## config.mk

```make
export PLATFORM = sky130hd
export DESIGN_NAME = hid_boot_keyboard_report_diff_core
export DESIGN_NICKNAME = d
export VERILOG_FILES = /design/src/rtl/hbkd_pkg.sv /design/src/rtl/hbkd_fifo.sv /design/src/rtl/hbkd_front.sv /design/src/rtl/hbkd_back.sv /design/src/rtl/hid_boot_keyboard_report_diff_core.sv
export SDC_FILE = /design/constraint.sdc
export NUM_CORES = 1
export LEC_CHECK = 0
export BUFFER_PORTS_ARGS = -buffer_cell sky130_fd_sc_hd__buf_4
export CAP_MARGIN = 20
export CORE_UTILIZATION = 50
export CTS_BUF_LIST = sky130_fd_sc_hd__clkbuf_8
export CTS_CLUSTER_SIZE = 12
export DETAILED_ROUTE_END_ITERATION = 10
export GPL_TIMING_DRIVEN = 0
export PLACE_DENSITY = 0.64
export SLEW_MARGIN = 10
export SYNTH_ARGS = -nofsm -noshare
export SYNTH_HDL_FRONTEND = slang
export SYNTH_HIERARCHICAL = 1
export SYNTH_SLANG_ARGS = --single-unit
export TNS_END_PERCENT = 100
```

## constraint.sdc

```tcl
create_clock -name clk_i -period 9.1 [get_ports clk_i]
set_input_delay 1.365 -clock clk_i [delete_from_list [all_inputs] [get_ports clk_i]]
set_output_delay 1.365 -clock clk_i [all_outputs]
set_load 0.03 [all_outputs]
```

## src/rtl/hbkd_pkg.sv

```systemverilog
// ----------------------------------------------------------------------------
// hbkd_pkg
// shared types and constants of the boot keyboard report differ
// ----------------------------------------------------------------------------
`default_nettype none

package hbkd_pkg;

  localparam int unsigned ModBits     = 8;
  localparam int unsigned InKeyFields = 6;
  localparam logic [6:0]  MinReportLen = 7'd8;
  localparam logic [7:0]  NoKeyMax     = 8'd3;

  typedef struct packed {
    logic [6:0] report_length;
    logic [7:0] modifier_bits;
    logic [7:0] key_slot_0;
    logic [7:0] key_slot_1;
    logic [7:0] key_slot_2;
    logic [7:0] key_slot_3;
    logic [7:0] key_slot_4;
    logic [7:0] key_slot_5;
  } in_item_t;

  typedef struct packed {
    logic       is_modifier;
    logic [7:0] event_code;
    logic       pressed;
    logic       last_event;
  } out_item_t;

  typedef struct packed {
    logic full;
    logic empty;
  } fifo_status_t;

endpackage

`default_nettype wire

```

## src/rtl/hbkd_fifo.sv

```systemverilog
// ----------------------------------------------------------------------------
// hbkd_fifo
// two-entry job queue between the front and back parts
// ----------------------------------------------------------------------------
`default_nettype none

module hbkd_fifo #(
  parameter int unsigned Width = 32
) (
  input  logic                  clk_i,
  input  logic                  rst_ni,
  input  logic                  push_i,
  input  logic [Width-1:0]      push_data_i,
  input  logic                  pop_i,
  output logic [Width-1:0]      pop_data_o,
  output hbkd_pkg::fifo_status_t status_o
);
  import hbkd_pkg::*;

  logic [Width-1:0] mem_q [2];
  logic             wr_ptr_q, wr_ptr_d;
  logic             rd_ptr_q, rd_ptr_d;
  logic [1:0]       cnt_q, cnt_d;

  always_comb begin
    wr_ptr_d = push_i ? ~wr_ptr_q : wr_ptr_q;
    rd_ptr_d = pop_i ? ~rd_ptr_q : rd_ptr_q;
    cnt_d    = cnt_q;
    if (push_i && !pop_i) begin
      cnt_d = cnt_q + 2'd1;
    end else if (pop_i && !push_i) begin
      cnt_d = cnt_q - 2'd1;
    end
  end

  always_ff @(posedge clk_i or negedge rst_ni) begin
    if (!rst_ni) begin
      wr_ptr_q <= 1'b0;
      rd_ptr_q <= 1'b0;
      cnt_q    <= 2'd0;
    end else begin
      wr_ptr_q <= wr_ptr_d;
      rd_ptr_q <= rd_ptr_d;
      cnt_q    <= cnt_d;
    end
  end

  always_ff @(posedge clk_i) begin
    if (push_i) begin
      mem_q[wr_ptr_q] <= push_data_i;
    end
  end

  assign pop_data_o     = mem_q[rd_ptr_q];
  assign status_o.full  = cnt_q[1];
  assign status_o.empty = (cnt_q == 2'd0);

endmodule

`default_nettype wire

```

## src/rtl/hbkd_front.sv

```systemverilog
// ----------------------------------------------------------------------------
// hbkd_front
// accepts reports, diffs them against the stored report, queues event jobs
// ----------------------------------------------------------------------------
`default_nettype none

module hbkd_front #(
  parameter int unsigned KeySlots = 6,
  parameter int unsigned EvW      = 8 + 2 * KeySlots,
  parameter int unsigned JobW     = EvW + 8 + 16 * KeySlots
) (
  input  logic                   clk_i,
  input  logic                   rst_ni,
  input  logic                   in_valid_i,
  output logic                   in_ready_o,
  input  hbkd_pkg::in_item_t     in_item_i,
  input  hbkd_pkg::fifo_status_t fifo_status_i,
  output logic                   push_o,
  output logic [JobW-1:0]        job_o
);
  import hbkd_pkg::*;

  typedef struct packed {
    logic [EvW-1:0]             mask;
    logic [7:0]                 mods;
    logic [KeySlots-1:0][7:0]   old_keys;
    logic [KeySlots-1:0][7:0]   new_keys;
  } job_t;

  logic [7:0]               prev_mods_q;
  logic [KeySlots-1:0][7:0] prev_keys_q;
  logic [KeySlots-1:0][7:0] new_keys;
  logic [InKeyFields-1:0][7:0] in_keys;
  logic [EvW-1:0]           mask;
  logic                     accept;
  logic                     long_report;
  job_t                     job;

  assign in_keys = {in_item_i.key_slot_5, in_item_i.key_slot_4, in_item_i.key_slot_3,
                    in_item_i.key_slot_2, in_item_i.key_slot_1, in_item_i.key_slot_0};

  // slots beyond the report's six fields read as no key
  for (genvar g = 0; g < KeySlots; g++) begin : g_keys
    if (g < InKeyFields) begin : g_in
      assign new_keys[g] = in_keys[g];
    end else begin : g_zero
      assign new_keys[g] = 8'd0;
    end
  end

  always_comb begin
    logic old_seen;
    logic new_seen;
    mask = '0;
    mask[ModBits-1:0] = prev_mods_q ^ in_item_i.modifier_bits;
    for (int i = 0; i < KeySlots; i++) begin
      old_seen = 1'b0;
      new_seen = 1'b0;
      for (int j = 0; j < KeySlots; j++) begin
        if (new_keys[j] == prev_keys_q[i]) begin
          old_seen = 1'b1;
        end
        if (prev_keys_q[j] == new_keys[i]) begin
          new_seen = 1'b1;
        end
      end
      mask[ModBits + 2 * i]     = (prev_keys_q[i] > NoKeyMax) && !old_seen;
      mask[ModBits + 2 * i + 1] = (new_keys[i] > NoKeyMax) && !new_seen;
    end
  end

  assign in_ready_o  = !fifo_status_i.full;
  assign accept      = in_valid_i && in_ready_o;
  assign long_report = (in_item_i.report_length >= MinReportLen);
  assign push_o      = accept && long_report && (|mask);

  always_comb begin
    job.mask     = mask;
    job.mods     = in_item_i.modifier_bits;
    job.old_keys = prev_keys_q;
    job.new_keys = new_keys;
  end
  assign job_o = job;

  always_ff @(posedge clk_i or negedge rst_ni) begin
    if (!rst_ni) begin
      prev_mods_q <= '0;
      prev_keys_q <= '0;
    end else if (accept && long_report) begin
      prev_mods_q <= in_item_i.modifier_bits;
      prev_keys_q <= new_keys;
    end
  end

endmodule

`default_nettype wire

```

## src/rtl/hbkd_back.sv

```systemverilog
// ----------------------------------------------------------------------------
// hbkd_back
// walks a queued job's event mask and emits one event per cycle while out_ready_i does not stall the output
// ----------------------------------------------------------------------------
`default_nettype none

module hbkd_back #(
  parameter int unsigned KeySlots = 6,
  parameter int unsigned EvW      = 8 + 2 * KeySlots,
  parameter int unsigned JobW     = EvW + 8 + 16 * KeySlots
) (
  input  logic                   clk_i,
  input  logic                   rst_ni,
  input  hbkd_pkg::fifo_status_t fifo_status_i,
  input  logic [JobW-1:0]        job_i,
  output logic                   pop_o,
  output logic                   out_valid_o,
  input  logic                   out_ready_i,
  output hbkd_pkg::out_item_t    out_item_o
);
  import hbkd_pkg::*;

  typedef struct packed {
    logic [EvW-1:0]             mask;
    logic [7:0]                 mods;
    logic [KeySlots-1:0][7:0]   old_keys;
    logic [KeySlots-1:0][7:0]   new_keys;
  } job_t;

  job_t                     job_in;
  logic [EvW-1:0]           mask_q, mask_d;
  logic [7:0]               mods_q;
  logic [KeySlots-1:0][7:0] old_q;
  logic [KeySlots-1:0][7:0] new_q;
  logic [EvW-1:0]           sel;
  logic [EvW-1:0]           rest;
  logic                     active;
  logic                     advance;
  logic                     emit;
  logic                     out_valid_q, out_valid_d;
  out_item_t                out_q;
  out_item_t                evt;

  assign job_in  = job_i;
  assign active  = |mask_q;
  assign advance = !out_valid_q || out_ready_i;
  assign emit    = active && advance;

  // lowest pending event first
  assign sel  = mask_q & (~mask_q + EvW'(1));
  assign rest = mask_q & ~sel;

  always_comb begin
    evt             = '0;
    evt.is_modifier = |sel[ModBits-1:0];
    evt.last_event  = (rest == '0);
    for (int b = 0; b < ModBits; b++) begin
      if (sel[b]) begin
        evt.event_code = 8'(b);
        evt.pressed    = mods_q[b];
      end
    end
    for (int i = 0; i < KeySlots; i++) begin
      if (sel[ModBits + 2 * i]) begin
        evt.event_code = old_q[i];
        evt.pressed    = 1'b0;
      end
      if (sel[ModBits + 2 * i + 1]) begin
        evt.event_code = new_q[i];
        evt.pressed    = 1'b1;
      end
    end
  end

  assign pop_o = !fifo_status_i.empty && (!active || (emit && (rest == '0)));

  always_comb begin
    mask_d = mask_q;
    if (emit) begin
      mask_d = rest;
    end
    if (pop_o) begin
      mask_d = job_in.mask;
    end
    out_valid_d = out_valid_q;
    if (emit) begin
      out_valid_d = 1'b1;
    end else if (advance) begin
      out_valid_d = 1'b0;
    end
  end

  always_ff @(posedge clk_i or negedge rst_ni) begin
    if (!rst_ni) begin
      mask_q      <= '0;
      out_valid_q <= 1'b0;
    end else begin
      mask_q      <= mask_d;
      out_valid_q <= out_valid_d;
    end
  end

  always_ff @(posedge clk_i) begin
    if (pop_o) begin
      mods_q <= job_in.mods;
      old_q  <= job_in.old_keys;
      new_q  <= job_in.new_keys;
    end
    if (emit) begin
      out_q <= evt;
    end
  end

  assign out_valid_o = out_valid_q;
  assign out_item_o  = out_q;

endmodule

`default_nettype wire

```

## src/rtl/hid_boot_keyboard_report_diff_core.sv

```systemverilog
// first event of a report goes through the job queue and the back part's mask register into the output register
// then one event per cycle while out_ready_i does not stall the output register
// reports with no events or a short length never reach the back part
// the input stalls only while the two-entry job queue is full
// reset clears the stored report to all zero, empties the queue and the output register
// ----------------------------------------------------------------------------
// hid_boot_keyboard_report_diff_core
// boot keyboard report differ: turns each report into modifier and key events
// ----------------------------------------------------------------------------
`default_nettype none

module hid_boot_keyboard_report_diff_core #(
  parameter int unsigned KEY_SLOTS = 6
) (
  input  logic                clk_i,
  input  logic                rst_ni,
  input  logic                in_valid_i,
  output logic                in_ready_o,
  input  hbkd_pkg::in_item_t  in_item_i,
  output logic                out_valid_o,
  input  logic                out_ready_i,
  output hbkd_pkg::out_item_t out_item_o
);
  import hbkd_pkg::*;

  // one mask bit per modifier, then a release and a press bit per slot
  localparam int unsigned EvW  = ModBits + 2 * KEY_SLOTS;
  // mask, new modifier byte, old and new key slots
  localparam int unsigned JobW = EvW + 8 + 16 * KEY_SLOTS;

  logic         push;
  logic         pop;
  logic [JobW-1:0] push_job;
  logic [JobW-1:0] pop_job;
  fifo_status_t fifo_status;

  // front: takes reports, keeps the last long report, builds the event mask
  hbkd_front #(
    .KeySlots (KEY_SLOTS),
    .EvW      (EvW),
    .JobW     (JobW)
  ) u_front (
    .clk_i         (clk_i),
    .rst_ni        (rst_ni),
    .in_valid_i    (in_valid_i),
    .in_ready_o    (in_ready_o),
    .in_item_i     (in_item_i),
    .fifo_status_i (fifo_status),
    .push_o        (push),
    .job_o         (push_job)
  );

  // short queue so the front keeps taking reports while events drain
  hbkd_fifo #(
    .Width (JobW)
  ) u_fifo (
    .clk_i       (clk_i),
    .rst_ni      (rst_ni),
    .push_i      (push),
    .push_data_i (push_job),
    .pop_i       (pop),
    .pop_data_o  (pop_job),
    .status_o    (fifo_status)
  );

  // back: walks the mask lowest bit first into the output register
  hbkd_back #(
    .KeySlots (KEY_SLOTS),
    .EvW      (EvW),
    .JobW     (JobW)
  ) u_back (
    .clk_i         (clk_i),
    .rst_ni        (rst_ni),
    .fifo_status_i (fifo_status),
    .job_i         (pop_job),
    .pop_o         (pop),
    .out_valid_o   (out_valid_o),
    .out_ready_i   (out_ready_i),
    .out_item_o    (out_item_o)
  );

`ifndef SYNTH
  // no job is pushed into a full queue
  a_no_overflow : assert property (@(posedge clk_i) disable iff (!rst_ni)
    push |-> !fifo_status.full)
    else $error("job pushed into full queue");

  // no job is popped from an empty queue
  a_no_underflow : assert property (@(posedge clk_i) disable iff (!rst_ni)
    pop |-> !fifo_status.empty)
    else $error("job popped from empty queue");

  // a short report never produces a job
  a_short_dropped : assert property (@(posedge clk_i) disable iff (!rst_ni)
    (in_valid_i && in_ready_o && (in_item_i.report_length < MinReportLen)) |-> !push)
    else $error("short report queued");
`endif

endmodule

`default_nettype wire
```

# Yosys cells after proc, flatten, opt, wreduce, memory -nomap -nowiden
# Memories as Yosys holds them, arrays and structs flattened.
# Cells that the tools add are included.
word_totals:
  word_cells: 273
  register_bits: 196
  output_inout_bits: 13
  memories: 1
  ram_bits: 248
  input_bits: 67
op_classes:
  order_cmp: 13
  add_sub_neg: 3
  bitwise_logic: 7
  n_reduce_logical: 48
  muxes: 100
  eq_ne: 72
memory_table:
  columns: ["name", "words", "word_bits", "rd", "rd_clocked_by_memory_dff", "write_ports", "line_no", "text"]
  rows:
  - ["u_fifo.mem_q", 2, 124, 1, 0, 1, "hbkd_fifo.sv:20", "logic [Width-1:0] mem_q [2];"]
ops:
  columns: ["cell", "n"]
  rows:
  - ["$eq A8 B8 Y1", 72]
  - ["$mux W9", 19]
  - ["$gt A8 B2 Y1 const B", 12]
  - ["$mux W1", 77]
  - ["$and A20 B20 Y20", 2]
  - ["$mux W20", 2]
  - ["$not A20 Y20", 2]
  - ["$reduce_or A20 Y1", 2]
  - ["$add A20 B1 Y20 const B", 1]
  - ["$logic_and A1 B1 Y1", 20]
  - ["$logic_not A20 Y1", 1]
  - ["$logic_not A1 Y1", 18]
  - ["$reduce_or A8 Y1", 1]
  - ["$xor A8 B8 Y8", 1]
  - ["$ge A7 B4 Y1 const B", 1]
  - ["$reduce_bool A2 Y1", 3]
  - ["$mux W2", 2]
  - ["$add A2 B1 Y2 const B", 1]
  - ["$logic_not A2 Y1", 1]
  - ["$logic_or A1 B1 Y1", 2]
  - ["$not A1 Y1", 2]
  - ["$sub A2 B1 Y2 const B", 1]

# Logic depth before layout (Yosys ltp)
depth:
  depth_word: 23
  depth_mapped: 15

# Hierarchy
# Netlist, hierarchy kept.
by_module_without_submodules:
  columns: ["mod", "instances", "cells_per_inst", "area_each_um2"]
  rows:
  - ["hbkd_fifo", 1, 402, 9332.7]
  - ["hbkd_front", 1, 749, 6573.8]
  - ["hbkd_back", 1, 453, 5874.4]

# Worst setup path before layout
# OpenSTA, ideal clock, no wires.
synth_timing:
  path_kind: "input -> register"
  start: "input port in_item_i[36] (netlist bit)"
  end: "memory u_fifo/mem_q[0][0] (netlist bit) (enable)"
  cell_stages: 9
  arrival_time_ns: 8.241
  setup_time_ns: 0.623
  required_time_ns: 8.477
  path_buffers: 1
  setup_slack_ns: 0.236
  cell_sequence: "clkbuf_1 > xor2_1 > nor4_1 > nand2_1 > nand2_1 > nor4_1 > nor4_1 > a31oi_1 > nor2b_1"
synth_via:
  elab_chain_cells: 13
synth_lines:
  columns: ["element", "line_no", "text"]
  rows:
  - ["from (decl)", "hid_boot_keyboard_report_diff_core.sv:19", "input hbkd_pkg::in_item_t in_item_i,"]
  - ["$eq A8 B8 Y1", "hbkd_front.sv:63", "if (prev_keys_q[j] == new_keys[i]) begin"]
  - ["$mux W1 (6 in a row)", "hbkd_front.sv:63", null]
  - ["$logic_not A1 Y1", "hbkd_front.sv:68", "mask[ModBits + 2 * i + 1] = (new_keys[i] > NoKeyMax) && !new_seen;"]
  - ["$logic_and A1 B1 Y1 *", "hbkd_front.sv:68", null]
  - ["via push_job[115]", "hid_boot_keyboard_report_diff_core.sv:33", "logic [JobW-1:0] push_job;"]
  - ["$reduce_or A20 Y1 *", "hbkd_front.sv:75", "assign push_o = accept && long_report && (|mask);"]
  - ["$logic_and A1 B1 Y1 *", "hbkd_front.sv:75", null]
  - ["via push", "hid_boot_keyboard_report_diff_core.sv:31", "logic push;"]
  - ["$mux W1 *", "hbkd_fifo.sv:49", "if (push_i) begin"]
  - ["$mux W1 (implied by the code) *", "hbkd_fifo.sv:50", "mem_q[wr_ptr_q] <= push_data_i;"]
  - ["to (decl)", "hbkd_fifo.sv:20", null]
# The timed path passes the listed nets; every way through them passes the cells marked *.

# Final worst setup path
layout_timing:
  start: "input port in_item_i[36] (netlist bit)"
  end: "memory u_fifo/mem_q[0][45] (netlist bit) (enable)"
layout_lines:
  columns: ["element", "line_no", "text"]
  rows:
  - ["$eq A8 B8 Y1", "hbkd_front.sv:60", "if (new_keys[j] == prev_keys_q[i]) begin"]
  - ["$mux W1 (5 in a row)", "hbkd_front.sv:60", null]
  - ["$logic_not A1 Y1", "hbkd_front.sv:67", "mask[ModBits + 2 * i] = (prev_keys_q[i] > NoKeyMax) && !old_seen;"]
  - ["$logic_and A1 B1 Y1", "hbkd_front.sv:67", null]
  - ["via push_job[114]", "hid_boot_keyboard_report_diff_core.sv:33", null]
  - ["$reduce_or A20 Y1", "hbkd_front.sv:75", null]
  - ["$logic_and A1 B1 Y1", "hbkd_front.sv:75", null]
  - ["via push", "hid_boot_keyboard_report_diff_core.sv:31", null]
  - ["$mux W1", "hbkd_fifo.sv:49", null]
  - ["$mux W1 (implied by the code)", "hbkd_fifo.sv:50", null]
# The timed path passes the listed nets, and every way through them passes these cells.

==> results_dict.tcl <==
set metrics [dict create \
    powerDensity_nw_per_um2 339 \
    cts_buffers 74 \
    fin_crit_ns 5.08 \
    relSlewSlack 0.176 \
    cp_data_required_time_ns 9.42 \
    power.leakage_nw 9.19 \
    routedWlPerCell_um 25.5 \
    cts.sinks 444 \
    rsz0062_at_grt "no" \
    core_area_sq_um 43000 \
    synth_cell_types 67 \
    grt.total_usage 0.275 \
    place_congestion 0.898 \
    synth.cell_area_sq_um 21800 \
    gr-usage-met1 0.363 \
    syn_nets 1672 \
    cts-resized-gates 0 \
    worstPathArrival_ns 5.40 \
    synth_seq_cells 444 \
    drc 0 \
    synth_top_flop_cell "edfxtp_1" \
    whs_ns 0.445 \
    grt_remaining_overflow 0 \
    clk_latency_ns 0.65 \
    ioPinCount 80 \
    setup_viol 0 \
    chipHeight_um 211 \
    antenna_left 0 \
    drv_slew 0 \
    crit_path_max_fanout 28 \
    cts-root-buf "clkbuf_8" \
    cts_tree "yes" \
    start_util 0.507 \
    post-route-period-util 0.558 \
    yosysSeqAreaShare 0.594 \
    synth_top_cell_area_share 0.500 \
    fin_tns_setup_ns 0 \
    worst_pin_slew_ns 1.24 \
    register_area_sq_um 12900 \
    maxCapViolCount 0 \
    yosysTopAreaCell "edfxtp_1" \
    via_per_inst 5.70 \
    use_met3 0.0531 \
    via_count 13500 \
    top_usage_layer "met2" \
    multi_input_area_sq_um 7620 \
    fp.dieArea_sq_um 44400 \
    grt_pass1_vias 13500 \
    die_x_um 211 \
    grt_antenna_before_repair 0 \
    worstSetupStartpointType "input pin" \
    clk_pin_slew_ns 0.06 \
    drive_above_1_share 0.278 \
    clock.fmax_ghz 0.197 \
    rows 76 \
    finalNetCount 1790 \
    ir_drop_uv 145 \
    grt_max_degree 48 \
    drt_wl_total_um 60300 \
    synth_edf_count 363 \
    hold_path.class "reg2reg" \
    n_fill_cell 3518 \
    critPathCaptureType "flip-flop" \
    status "complete, no violations" \
    ys_warn_count 6 \
    critical_path_class "in2reg" \
    avgSynthCellArea_sq_um 13.6 \
    area_delta_synth_final_pct 12.1 \
    grt_pass1_wl_um 87300 \
    drt_iter0_drc 1142 \
    htree_levels 3 \
    synthTopCellsByArea "edfxtp_1 50%, xor2_1 10%, dfrtp_1 9.3%, mux2_2 6.7%, mux2_4 3.4%" \
    grt_util_met2 0.438 \
    cts_hold_buf 0 \
    cts_setup_buffers 0 \
    fin_skew_ns 0.0339 \
    syn_inst 1604 \
    synth_async_sr_flop_share 0.182 \
    dr.pass1.iters 5 \
    numPortBuffers 28 \
    clk_path_buf_depth 3 \
    dp_hpwl_um 41700 \
    hold_viol 0 \
]
[metrics by stage]
stage          std cells  utilization  setup slack (ns)  area [sq um]  power, mW
2_1_floorplan       1604            -             0.236         21800       5.61
3_3_place_gp        2217        0.529             -4.77         22700       6.56
3_5_place_dp        2230        0.537              3.49         23100       6.65
4_1_cts             2365        0.568              4.15         24400       8.28
5_1_grt             2366        0.568              3.98         24400       8.66
6_report            2367        0.568              4.02         24400       8.27
[where the power goes]
group / switching (mW) / internal [mW]
Clock: 0.790 / 0.812
Combinational: 2.10 / 1.36
Sequential: 0.234 / 2.97
[kinds of logic after synthesis]
| logic type | Yosys count | synth area share |
|---|---|---|
| AND/OR/NAND/NOR | 341 | 0.0850 |
| flip-flops | 444 | 0.594 |
| XOR/XNOR | 301 | 0.121 |
| buffers and inverters | 213 | 0.0576 |
| AO/OA/AOI/OAI | 120 | 0.0388 |
| adder cells (fa/ha/maj) | 3 | 0.00149 |
| multiplexers | 182 | 0.103 |
[per-layer routing]
metal	up-vias	wire, um
met5	-	0
met4	0	2390
met3	138	4420
met2	582	28400
met1	6735	25100
li1	6028	-
[sequential cells by signal, summed over array words and instances (netlist names), 2 cells and up]
register / flops
u_fifo/mem_q: 248
u_front/prev_mods_q: 8
u_back/new_q: 48
u_front/job_o: 48
u_back/mods_q: 8
u_back/mask_q: 20
u_back/old_q: 48
u_fifo/cnt_q: 2
u_back/out_item_o: 11
[synthesized netlist by cell type, drive strengths merged (5+ instances only)]
cell and instances:
edfxtp 363, o31ai 7, a22oi 10, xor2 252, nand2 93, o22ai 8
o21ai 30, dfrtp 81, buf 161, nor3 17, o311ai 5, a2bb2oi 7
a31oi 5, nor2 45, clkbuf 36, or4 11, inv 16, mux2 180
a221oi 11, nand3 31, or3 6, xnor2 49, nor2b 7, a21oi 16
and3 5, nand4 24, nor4 84
[area by class of cell]
class                   instances  area share
diodes                          1    0.000103
plain buffers                 197      0.0489
clock buffers                  80      0.0451
clock inverters                55     0.00979
inverters                      16     0.00246
multi-input cells             947       0.312
flip-flops and latches        444       0.530
well taps                     585      0.0300
repair buffers                 42      0.0219
[worst paths after layout]
| kind | endpoint | cells past startpoint | slack, ns | start |
|---|---|---|---|---|
| setup / recovery | u_fifo/mem_q[0][45] | 11 | 4.02 | in_item_i[36] |
| min in group asynchronous | u_front/prev_mods_q[1] | 1 | 0.72 | rst_ni |
| max in group asynchronous | u_front/job_o[60] | 2 | 7.71 | rst_ni |
| setup reg to reg | u_fifo/cnt_q[1] | 16 | 4.35 | u_back/mask_q[10] |
| hold reg to reg | u_fifo/mem_q[1][73] | 0 | 0.45 | u_front/job_o[73] |
| hold / removal | u_fifo/mem_q[1][73] | 0 | 0.45 | u_front/job_o[73] |
[placed cells by master (no fill, tap or decap), types with 14 or more instances in the layout]
cell / instances
edfxtp_1: 363
xor2_1: 252
mux2_2: 130
buf_4: 99
nand2_1: 92
dfrtp_1: 81
clkbuf_8: 80
nor4_1: 80
buf_2: 78
mux2_4: 50
xnor2_1: 49
inv_1: 46
nor2_1: 44
clkbuf_1: 35
nand3_1: 31
nand4_1: 24
o21ai_0: 17
a21oi_1: 15
nor3_1: 14
[worst max-delay path: stages]
cell and delay, ns:
clkbuf_1 0.66, xor2_1 0.20, nor4_1 0.06, nand2_1 0.13, nand3_1 0.11, nor4_1 0.89
nor4_1 0.21, a31oi_1 0.59, nor2b_4 0.67, buf_16 0.25, buf_12 0.21
No activity file was read; power rests on OpenSTA's default activity.
